<file path="src/rtl/erm_pkg.sv">
// shared constants, types and tables of the euler rotation matrix core
// no dependencies
package erm_pkg;

	localparam int FRAC_BITS_DEF = 16;
	localparam int ITERS = 30;
	localparam int ANGLE_W = 16;
	localparam int AXIS_W = 2;
	localparam int OUT_W = 18;
	localparam int FIFO_DEPTH_DEF = 4;
	localparam logic [63:0] K32 = 64'h9B74EDA8;

	typedef enum logic [AXIS_W-1:0] {
		AXIS_NONE = 2'd0,
		AXIS_X    = 2'd1,
		AXIS_Y    = 2'd2,
		AXIS_Z    = 2'd3
	} axis_t;

	function automatic logic [31:0] atan_val(input int n);
		logic [31:0] v;
		case (n)
			0: v = 32'h20000000;
			1: v = 32'h12E4051E;
			2: v = 32'h09FB385B;
			3: v = 32'h051111D4;
			4: v = 32'h028B0D43;
			5: v = 32'h0145D7E1;
			6: v = 32'h00A2F61E;
			7: v = 32'h00517C55;
			8: v = 32'h0028BE53;
			9: v = 32'h00145F2F;
			10: v = 32'h000A2F98;
			11: v = 32'h000517CC;
			12: v = 32'h00028BE6;
			13: v = 32'h000145F3;
			14: v = 32'h0000A2FA;
			15: v = 32'h0000517D;
			16: v = 32'h000028BE;
			17: v = 32'h0000145F;
			18: v = 32'h00000A30;
			19: v = 32'h00000518;
			20: v = 32'h0000028C;
			21: v = 32'h00000146;
			22: v = 32'h000000A3;
			23: v = 32'h00000051;
			24: v = 32'h00000029;
			25: v = 32'h00000014;
			26: v = 32'h0000000A;
			27: v = 32'h00000005;
			28: v = 32'h00000003;
			29: v = 32'h00000001;
			default: v = 32'h0;
		endcase
		return v;
	endfunction

endpackage

</file>
<file path="src/rtl/erm_fifo.sv">
// short queue between front and back ends
// depends on erm_pkg
module erm_fifo #(
	parameter int WIDTH = 8,
	parameter int DEPTH = erm_pkg::FIFO_DEPTH_DEF
) (
	input  logic             clk,
	input  logic             arst_n,
	input  logic             in_valid,
	output logic             in_ready,
	input  logic [WIDTH-1:0] in_data,
	output logic             out_valid,
	input  logic             out_ready,
	output logic [WIDTH-1:0] out_data
);
	import erm_pkg::*;

	localparam int AW = (DEPTH > 1) ? $clog2(DEPTH) : 1;
	localparam int CW = $clog2(DEPTH + 1);

	logic [WIDTH-1:0] mem_q [0:DEPTH-1];
	logic [AW-1:0] wr_q, rd_q;
	logic [CW-1:0] cnt_q;
	logic push, pop;

	assign in_ready = cnt_q != CW'(DEPTH);
	assign out_valid = cnt_q != '0;
	assign push = in_valid && in_ready;
	assign pop = out_valid && out_ready;
	assign out_data = mem_q[rd_q];

	always_ff @(posedge clk) begin
		if (push) mem_q[wr_q] <= in_data;
	end

	always_ff @(posedge clk or negedge arst_n) begin
		if (!arst_n) begin
			wr_q <= '0;
			rd_q <= '0;
			cnt_q <= '0;
		end else begin
			if (push) wr_q <= (wr_q == AW'(DEPTH - 1)) ? '0 : wr_q + AW'(1);
			if (pop) rd_q <= (rd_q == AW'(DEPTH - 1)) ? '0 : rd_q + AW'(1);
			if (push && !pop) cnt_q <= cnt_q + CW'(1);
			else if (pop && !push) cnt_q <= cnt_q - CW'(1);
		end
	end

endmodule

</file>
<file path="config.mk">
export PLATFORM = sky130hd
export DESIGN_NAME = erm_fifo
export DESIGN_NICKNAME = d
export VERILOG_FILES = /design/src/rtl/erm_pkg.sv /design/src/rtl/erm_fifo.sv
export SDC_FILE = /design/constraint.sdc
export NUM_CORES = 1
export LEC_CHECK = 0
export ABC_AREA = 1
export BUFFER_PORTS_ARGS = -buffer_cell sky130_fd_sc_hd__buf_2
export CORE_ASPECT_RATIO = 0.8
export CORE_UTILIZATION = 37
export CTS_CLUSTER_DIAMETER = 40
export CTS_CLUSTER_SIZE = 30
export DETAILED_ROUTE_END_ITERATION = 6
export GPL_TIMING_DRIVEN = 0
export PLACE_DENSITY = 0.67
export SLEW_MARGIN = 10
export SYNTH_ARGS = -nofsm -noshare
export SYNTH_HDL_FRONTEND = slang
export SYNTH_SLANG_ARGS = --single-unit
</file>
<file path="constraint.sdc">
create_clock -name clk -period 2.5 [get_ports clk]
set_clock_uncertainty 0.05 [all_clocks]
set_input_delay 0.5 -clock clk [delete_from_list [all_inputs] [get_ports clk]]
set_output_delay 0.5 -clock clk [all_outputs]
set_load 0.03 [all_outputs]
</file>
==> results.md, run 1 <==
| Stage | Result | Reported |
|:---|:---|:---|
| route | Final ANT Viol Nets | 0 |
| logic synthesis | Netlist area before placement | 1754 sq um |
| clocking | Clock tree from TritonCTS | done |
| final layout | Count of non-filler cells in the finished layout | 242 |
| logic synthesis | Synthesized-area fraction occupied by ao, oa, aoi and oai cells | 0.07133 |
| logic synthesis | Sequential cell area fraction in the yosys report | 0.6476 |
| floorplan | Die width | 78.98 um |
| setup path | Startpoint of the worst-slack reg-to-reg timing path | cnt_q[1] |
| global routing | Global-route usage over all layers | 0.1407 |
| floorplan | Initial standard-cell utilization of the core | 0.3839 |
| logic synthesis | Mean post-synth cell area | 11.54 sq um |
| global routing | Number of antenna violations at the first check in global routing | 0 |
| hold path | Worst hold path depth | 1 |
| hold path | Hold path startpoint | in_data[2] |
| setup path | Worst path required time | 1.95 ns |
| floorplan | # IOs | 22 |
| floorplan | Core region area | 4569 sq um |
| final layout | Layout cells sized above 1 | 0.2033 |
| logic synthesis | Number of cells produced by synthesis | 152 |
| final layout | Design area | 2052 sq um |
| clocking | CTS buffer count | 5 |
| global routing | Top Usage Layer GRT | met2 |
| hold path | Worst Hold Endpoint | mem_q[0][2] |
| place | Detailed placement HPWL | 1953 um |
| floorplan | Die extent in y | 63.59 um |
| logic synthesis | Multiplexer area fraction after synthesis | 0 |
| logic synthesis | Parity-gate share of the synthesized area counting xor and xnor cells | 0.004993 |
| logic synthesis | Post-Synth Adder-Cell Area | 0.05421 |
| logic synthesis | Synth top area share | 0.5478 |
| clocking | Clock Latency Late Sink | 0.29 ns |
| route | Total routed wirelength | 2919 um |
| place | Cell area after placement | 1934 sq um |
| global routing | Global-route wire length before repair | 5092 um |
| logic synthesis | Biggest area contributors in the synthesized netlist | edfxtp_1 55%, dfrtp_1 10%, nand2_1 7.9% |
| global routing | Maximum number of pins on one net before global-route repair | 13 |
| setup path | Largest fanout on the critical path | 10 |
| floorplan | Area of the die | 5022 sq um |
| power and ir drop | Pleak | 0.8965 nW |
| status | Status | finished clean |
| final layout | Post-layout nets | 200 |
| power and ir drop | Maximum ir drop on the vdd rail | 0.0004214 V |
| clocking | Number of sinks handled by clock tree synthesis | 39 |
| setup path | FF-to-FF setup slack | 0.62 ns |
| final layout | End-of-flow core utilization | 0.4491 |
| route | Per-cell routed wire length | 12.06 um |
| timing | Tmin final | 2.038 ns |
| logic synthesis | Combinational family with the most area after synthesis | simple AND/OR/NAND/NOR gates |
| clocking | Post-CTS repair timing setup buffer count | 0 |
| global routing | Met1 routing resource usage after global routing | 0.1662 |
| floorplan | Number of placement rows | 22 |
| global routing | Met2 usage in global routing | 0.2349 |
| logic synthesis | Synth warnings | 0 |
| setup path | WP data arrival | 1.49 ns |
| logic synthesis | Post-synth cell types | 16 |
| route | Via/cell ratio | 4.533 |
| timing | Final cycle utilization of the critical path | 0.8151 |
| hold path | Hold WC Path Type | input pin to flip-flop |
| timing | Total of endpoints with negative setup slack in the final report | 0 |
| final layout | Layout area overhead | 16.98% |
| setup path | Setup CP Type | flip-flop to primary output |
| route | Total number of vias | 1097 |
| setup path | Worst flop-to-flop path endpoint | cnt_q[2] |
| route | Initial DRC Count | 42 |
| logic synthesis | Flip-flop and latch count after synthesis | 39 |
| timing | Unrepaired setup endpoints after global routing | no |
| timing | Highest achievable clock rate | 0.4907 GHz |
| setup path | Number of cell instances on the worst register-to-register path | 10 |
| route | Number of remaining DRC errors | 0 |
| job | Total of max-cap violations | 0 |
| timing | Setup tns final | 0 ns |
| logic synthesis | Synthesized-area fraction occupied by and/or/nand/nor cells | 0.1255 |
| final layout | Number of diodes added for antenna fixing | 0 |
| clocking | Level count of the clock H-tree | 2 |
| timing | Max-Slew Margin vs Limit | 0.4620 |
| place | Buffers added on ports | 21 |
| place | Routability cong. | 0.6741 |
| logic synthesis | Synthesized net count | 171 |
| timing | Final Max Slew Viols | 0 |
| setup path | Setup crit start kind | flip-flop |
| power and ir drop | Pwr Density | 1243 nW/um^2 |
| timing | Slew @ Worst Pin | 0.8040 ns |
| place | Placed insts | 233 |
| timing | Final count of hold timing violations | 0 |
| clocking | Clock transition at the registers of the reported paths | 0.08 ns |
| route | 1st-pass router iterations | 4 |
| global routing | Routing usage on met3 | 0.03478 |
| clocking | Buffer type at the clock tree root | clkbuf_8 |
| clocking | Maximum root-to-sink buffer count | 2 |
| logic synthesis | Post-synthesis cell type with the largest combined area | edfxtp_1 |
| global routing | Number of global-route vias before repair | 1085 |
| setup path | Critical path capture point type | primary output |
| global routing | Global-route congestion overflow total | 0 |
-- metal layers --
| metal | share of wire | wire, um |
|---|---|---|
| met1 | 0.45 | 1303 |
| met2 | 0.50 | 1466 |
| met3 | 0.031 | 90 |
| met4 | 0.020 | 58 |
| met5 | 0 | 0 |
-- cell usage after synthesis --
master and number:
fa_1 1, buf_6 5, ha_1 6, nand4_1 1, edfxtp_1 32, o21ai_0 1
dfrtp_1 7, inv_1 29, inv_2 1, nand2_1 37, xnor2_1 1, nand3_2 1
nand3_1 6, nand2_2 2, o211ai_1 16, nor2_1 6
-- final cells by class --
type,count,area (sq um)
sequential,39,1136
clock inverter,3,38.79
tap,60,75.07
multi-input combinational,78,449.2
fill,438,2517
inverter,30,112.6
buffer,5,56.30
timing repair buffer,22,115.1
clock buffer,5,68.82
-- placed cells by master (no fill, tap or decap) --
cell	netlist	layout
xnor2_1	1	1
o21ai_0	1	1
buf_2	0	21
inv_2	1	1
dlygate4sd3_1	0	1
nand2_2	2	2
inv_1	29	29
dfrtp_1	7	7
nand4_1	1	1
nand2_1	37	37
nand3_2	1	1
buf_6	5	5
edfxtp_1	32	32
ha_1	6	6
clkbuf_8	0	5
o211ai_1	16	16
clkinv_2	0	1
bufinv_16	0	1
nand3_1	6	6
clkinv_1	0	1
fa_1	1	1
nor2_1	6	6
-- timing repair --
item	CTS	global route
hold endpoints to repair	7	0
resized for setup	0	0
setup endpoints to repair	0	0
hold buffers	1	0
-- worst max-delay path, cell delays in order (launching register included) --
cell and delay (ns):
dfrtp_1 0.39, buf_6 0.15, inv_1 0.23, o211ai_1 0.14, nand2_1 0.09, buf_2 0.19
-- per-stage QoR --
stage               hold slack (ns)  power, mW  worst slack [ns]
finish                       0.3777      2.550            0.4622
global route                 0.3693      2.743            0.3579
CTS                          0.3711      2.578            0.4344
detailed placement           0.2996      2.080            0.6623
global placement             0.2949      2.057            0.6721
floorplan                    0.1544      1.783            0.5266
-- flip-flops by register name (all words and copies together), names as in the netlist --
name and count:
cnt_q 3, wr_q 2, mem_q 32, rd_q 2
-- how the worst max path moves through the flow --
stage / startpoint / endpoint / cells after the start
global placement: cnt_q[1] / cnt_q[2] / 10
CTS: rd_q[1] / out_data[1] / 5
floorplan: cnt_q[1] / cnt_q[2] / 10
finish: rd_q[1] / out_data[1] / 5
detailed placement: cnt_q[1] / cnt_q[1] / 9
global route: rd_q[1] / out_data[7] / 5
-- power by group --
part	internal (mW)	switching, mW	leakage, nW
Combinational	0.373	0.733	0.463
Clock	0.292	0.205	0.0556
Sequential	0.875	0.0725	0.378
-- cell families after synthesis --
kind of cell	Yosys count
compound gates	17
buf+inv	35
simple gates	53
flops	39
fa+ha+maj	7
xor+xnor	1
Power figures use the tool's default switching activity.
==> run 2, diff against run 1 <==
--- a/config.mk
+++ b/config.mk
@@ -13,7 +13,7 @@
 export CTS_CLUSTER_SIZE = 30
 export DETAILED_ROUTE_END_ITERATION = 6
 export GPL_TIMING_DRIVEN = 0
-export PLACE_DENSITY = 0.67
+export PLACE_DENSITY = 0.69
 export SLEW_MARGIN = 10
 export SYNTH_ARGS = -nofsm -noshare
 export SYNTH_HDL_FRONTEND = slang
==> constraint.sdc (replaced) <==
create_clock -name clk -period 1.81 [get_ports clk]
set_clock_uncertainty 0.05 [all_clocks]
set_input_delay 0.362 -clock clk [delete_from_list [all_inputs] [get_ports clk]]
set_output_delay 0.362 -clock clk [all_outputs]
set_load 0.03 [all_outputs]
==> run 2 against run 1 <==
- the run now ends with setup timing left
- via count is 6.9% higher
- non-clock buffer count is 10 higher
- utilization is 4.9 points higher
- clock power is 44% higher
- sequential cell count stayed put
- critical endpoint unchanged
==> results.md, run 2 (same netlist as run 1, synthesis figures left out) <==
| Stage | Result | Reported | Delta |
|:---|:---|:---|:---|
| setup path | Setup crit start kind | flip-flop | unchanged |
| job | Total of max-cap violations | 0 | unchanged |
| timing | Final Max Slew Viols | 0 | unchanged |
| floorplan | # IOs | 22 | unchanged |
| power and ir drop | Pleak | 0.9713 nW | was 0.8965 nW |
| floorplan | Die width | 78.98 um | unchanged |
| setup path | Family with the most delay on the worst path | buffers and inverters | unchanged |
| route | Initial DRC Count | 48 | was 42 |
| setup path | WP data arrival | 1.41 ns | was 1.49 ns |
| timing | Tmin final | 1.818 ns |  |
| route | Number of remaining DRC errors | 0 | unchanged |
| status | Violations in the final reports | setup timing |  |
| final layout | Post-layout nets | 210 | was 200 |
| final layout | Area used by multi-input combinational logic | 513.0 sq um | was 449.2 sq um |
| setup path | Depth of the critical timing path with buffers and inverters included | 5 | unchanged |
| place | Worst slack at placement | -0.008436 ns | was 0.6623 ns |
| route | Total routed wirelength | 3287 um | was 2919 um |
| floorplan | Die extent in y | 63.59 um | unchanged |
| timing | Unrepaired setup endpoints after global routing | yes | was no |
| final layout | Layout cells sized above 1 | 0.3177 | was 0.2033 |
| power and ir drop | Maximum ir drop on the vdd rail | 0.0006952 V | was 0.0004214 V |
| route | 1st-pass router iterations | 4 | unchanged |
| setup path | Worst flop-to-flop path endpoint | cnt_q[1] | was cnt_q[2] |
| final layout | Design area | 2275 sq um | was 2052 sq um |
| final layout | Commonest cells after routing, fill and taps aside | 37 x nand2_1, 32 x edfxtp_1, 24 x inv_1 | was 37 x nand2_1, 32 x edfxtp_1, 29 x inv_1 |
| route | Per-cell routed wire length | 13.04 um | was 12.06 um |
| clocking | Clock Latency Late Sink | 0.29 ns | about the same |
| route | Final ANT Viol Nets | 0 | unchanged |
| clocking | Buffer type at the clock tree root | clkbuf_8 | unchanged |
| global routing | Maximum number of pins on one net before global-route repair | 14 | was 13 |
| timing | Final count of hold timing violations | 0 | unchanged |
| hold path | Hold path startpoint | in_data[5] | was in_data[2] |
| place | Routability cong. | 0.7271 | was 0.6741 |
| final layout | Number of diodes added for antenna fixing | 0 | unchanged |
| hold path | Hold WC Path Type | input pin to flip-flop | unchanged |
| floorplan | Number of placement rows | 22 | unchanged |
| setup path | Cell seen most often among critical-path stages | buf_6 |  |
| global routing | Number of global-route vias before repair | 1120 | was 1085 |
| setup path | Buffer and inverter count on the worst path | 3 | unchanged |
| floorplan | Initial standard-cell utilization of the core | 0.3839 | unchanged |
| global routing | Global-route usage over all layers | 0.1487 | was 0.1407 |
| final layout | Flip-flop count of the largest register, all copies and words added | 32 | unchanged |
| clocking | Level count of the clock H-tree | 2 | unchanged |
| setup path | Slowest stage cell on the critical path | dfrtp_1 | unchanged |
| place | Placed insts | 233 | unchanged |
| setup path | Crit path largest cell delay | 0.39 ns | about the same |
| floorplan | Core region area | 4569 sq um | unchanged |
| place | Cell area after placement | 1959 sq um | was 1934 sq um |
| final layout | Area occupied by registers | 1137 sq um | was 1136 sq um |
| clocking | Clock transition at the registers of the reported paths | 0.08 ns | about the same |
| floorplan | Area of the die | 5022 sq um | unchanged |
| clocking | Maximum root-to-sink buffer count | 2 | unchanged |
| setup path | Critical path capture point type | primary output | unchanged |
| setup path | FF-to-FF setup slack | 0.09 ns | was 0.62 ns |
| timing | Max-Slew Margin vs Limit | 0.6604 | was 0.4620 |
| setup path | Setup CP Type | flip-flop to primary output | unchanged |
| final layout | Fillcell total | 429 | was 438 |
| global routing | Global-route wire length before repair | 5244 um | was 5092 um |
| final layout | Registers with the most flip-flops | mem_q (32), cnt_q (3) | unchanged |
| route | Total number of vias | 1173 | was 1097 |
| global routing | Global-route congestion overflow total | 0 | unchanged |
| final layout | Most flops, register | mem_q | unchanged |
| setup path | Startpoint of the worst-slack reg-to-reg timing path | cnt_q[1] | unchanged |
| setup path | Worst path required time | 1.40 ns | was 1.95 ns |
| power and ir drop | Pwr Density | 1793 nW/um^2 | was 1243 nW/um^2 |
| place | Detailed placement HPWL | 2104 um | was 1953 um |
| timing | Slew @ Worst Pin | 0.5089 ns | was 0.8040 ns |
| global routing | Number of antenna violations at the first check in global routing | 0 | unchanged |
| hold path | Worst Hold Endpoint | mem_q[3][5] | was mem_q[0][2] |
| final layout | Layout area overhead | 29.67% | was 16.98% |
| place | Buffers added on ports | 21 | unchanged |
| timing | Final worst setup slack | -0.007813 ns | was 0.4622 ns |
| route | Via/cell ratio | 4.655 | was 4.533 |
| clocking | Number of sinks handled by clock tree synthesis | 39 | unchanged |
| setup path | Largest fanout on the critical path | 7 | was 10 |
| clocking | CTS buffer count | 5 | unchanged |
| timing | Final cycle utilization of the critical path | 1.004 |  |
| final layout | Count of non-filler cells in the finished layout | 252 | was 242 |
| status | Status | finished, violations left | was finished clean |
| timing | Setup tns final | -0.007813 ns | was 0 ns |
| hold path | Worst hold path depth | 1 | unchanged |
| clocking | Clock tree from TritonCTS | done | unchanged |
| timing | Minimum hold slack | 0.2259 ns | was 0.3777 ns |
| timing | Total of endpoints with negative setup slack in the final report | 1 | was 0 |
| final layout | Most frequent standard cell in the layout excluding fill and tap cells | nand2_1 | unchanged |
| setup path | Number of cell instances on the worst register-to-register path | 9 | was 10 |
| setup path | Ordered list of cells on the worst path | buf_6, buf_8, o211ai_1, nand2_1, buf_6 | was buf_6, inv_1, o211ai_1, nand2_1, buf_2 |
| timing | Highest achievable clock rate | 0.5501 GHz |  |
[run 2: routing by layer]
layer | vias to the layer above | track usage | routed length, um
met1 | 553 | 0.1724 | 1457
li1 | 581 | - | -
met5 | - | 0 | 0
met3 | 7 | 0.04058 | 165
met4 | 0 | 0.09545 | 72
met2 | 32 | 0.2414 | 1591
[run 2: how the worst max path moves through the flow]
stage	to	slack, ns	start
after floorplan	cnt_q[1]	0.02	cnt_q[0]
after global placement	cnt_q[1]	0.03	cnt_q[0]
after detailed placement	cnt_q[1]	-0.008	cnt_q[0]
after CTS	out_data[1]	-0.008	rd_q[0]
after global routing	out_data[1]	-0.09	rd_q[0]
final	out_data[1]	-0.008	rd_q[0]
[run 2: layout make-up]
cell class | instances | share of cell area
sequential | 39 | 0.5000
multi-input combinational | 78 | 0.2255
timing repair buffer | 32 | 0.1133
inverter | 30 | 0.05226
tap | 60 | 0.03300
clock buffer | 5 | 0.03025
buffer | 5 | 0.02640
clock inverter | 3 | 0.01925
[run 2: report_power, final]
group | internal (mW) | switching, mW | total, mW
logic | 0.879 | 1.17 | 2.05
clock network | 0.410 | 0.306 | 0.716
registers | 1.21 | 0.104 | 1.31
total | 2.50 | 1.58 | 4.08
[run 2: per-stage QoR]
step	utilization	total power, mW
after global routing	0.4978	4.363
after floorplan	-	2.512
after global placement	0.4288	2.890
after CTS	0.4699	3.829
final	0.4978	4.079
after detailed placement	0.4288	2.928
[run 2: repair_timing]
action / in CTS / in global routing
hold buffers: 1 / 0
cloned: 0 / 1
setup endpoints to repair: 8 / 38
endpoints found under the hold margin: 7 / 0
pin swaps: 4 / 17
resized for setup: 11 / 25
setup buffers: 4 / 5
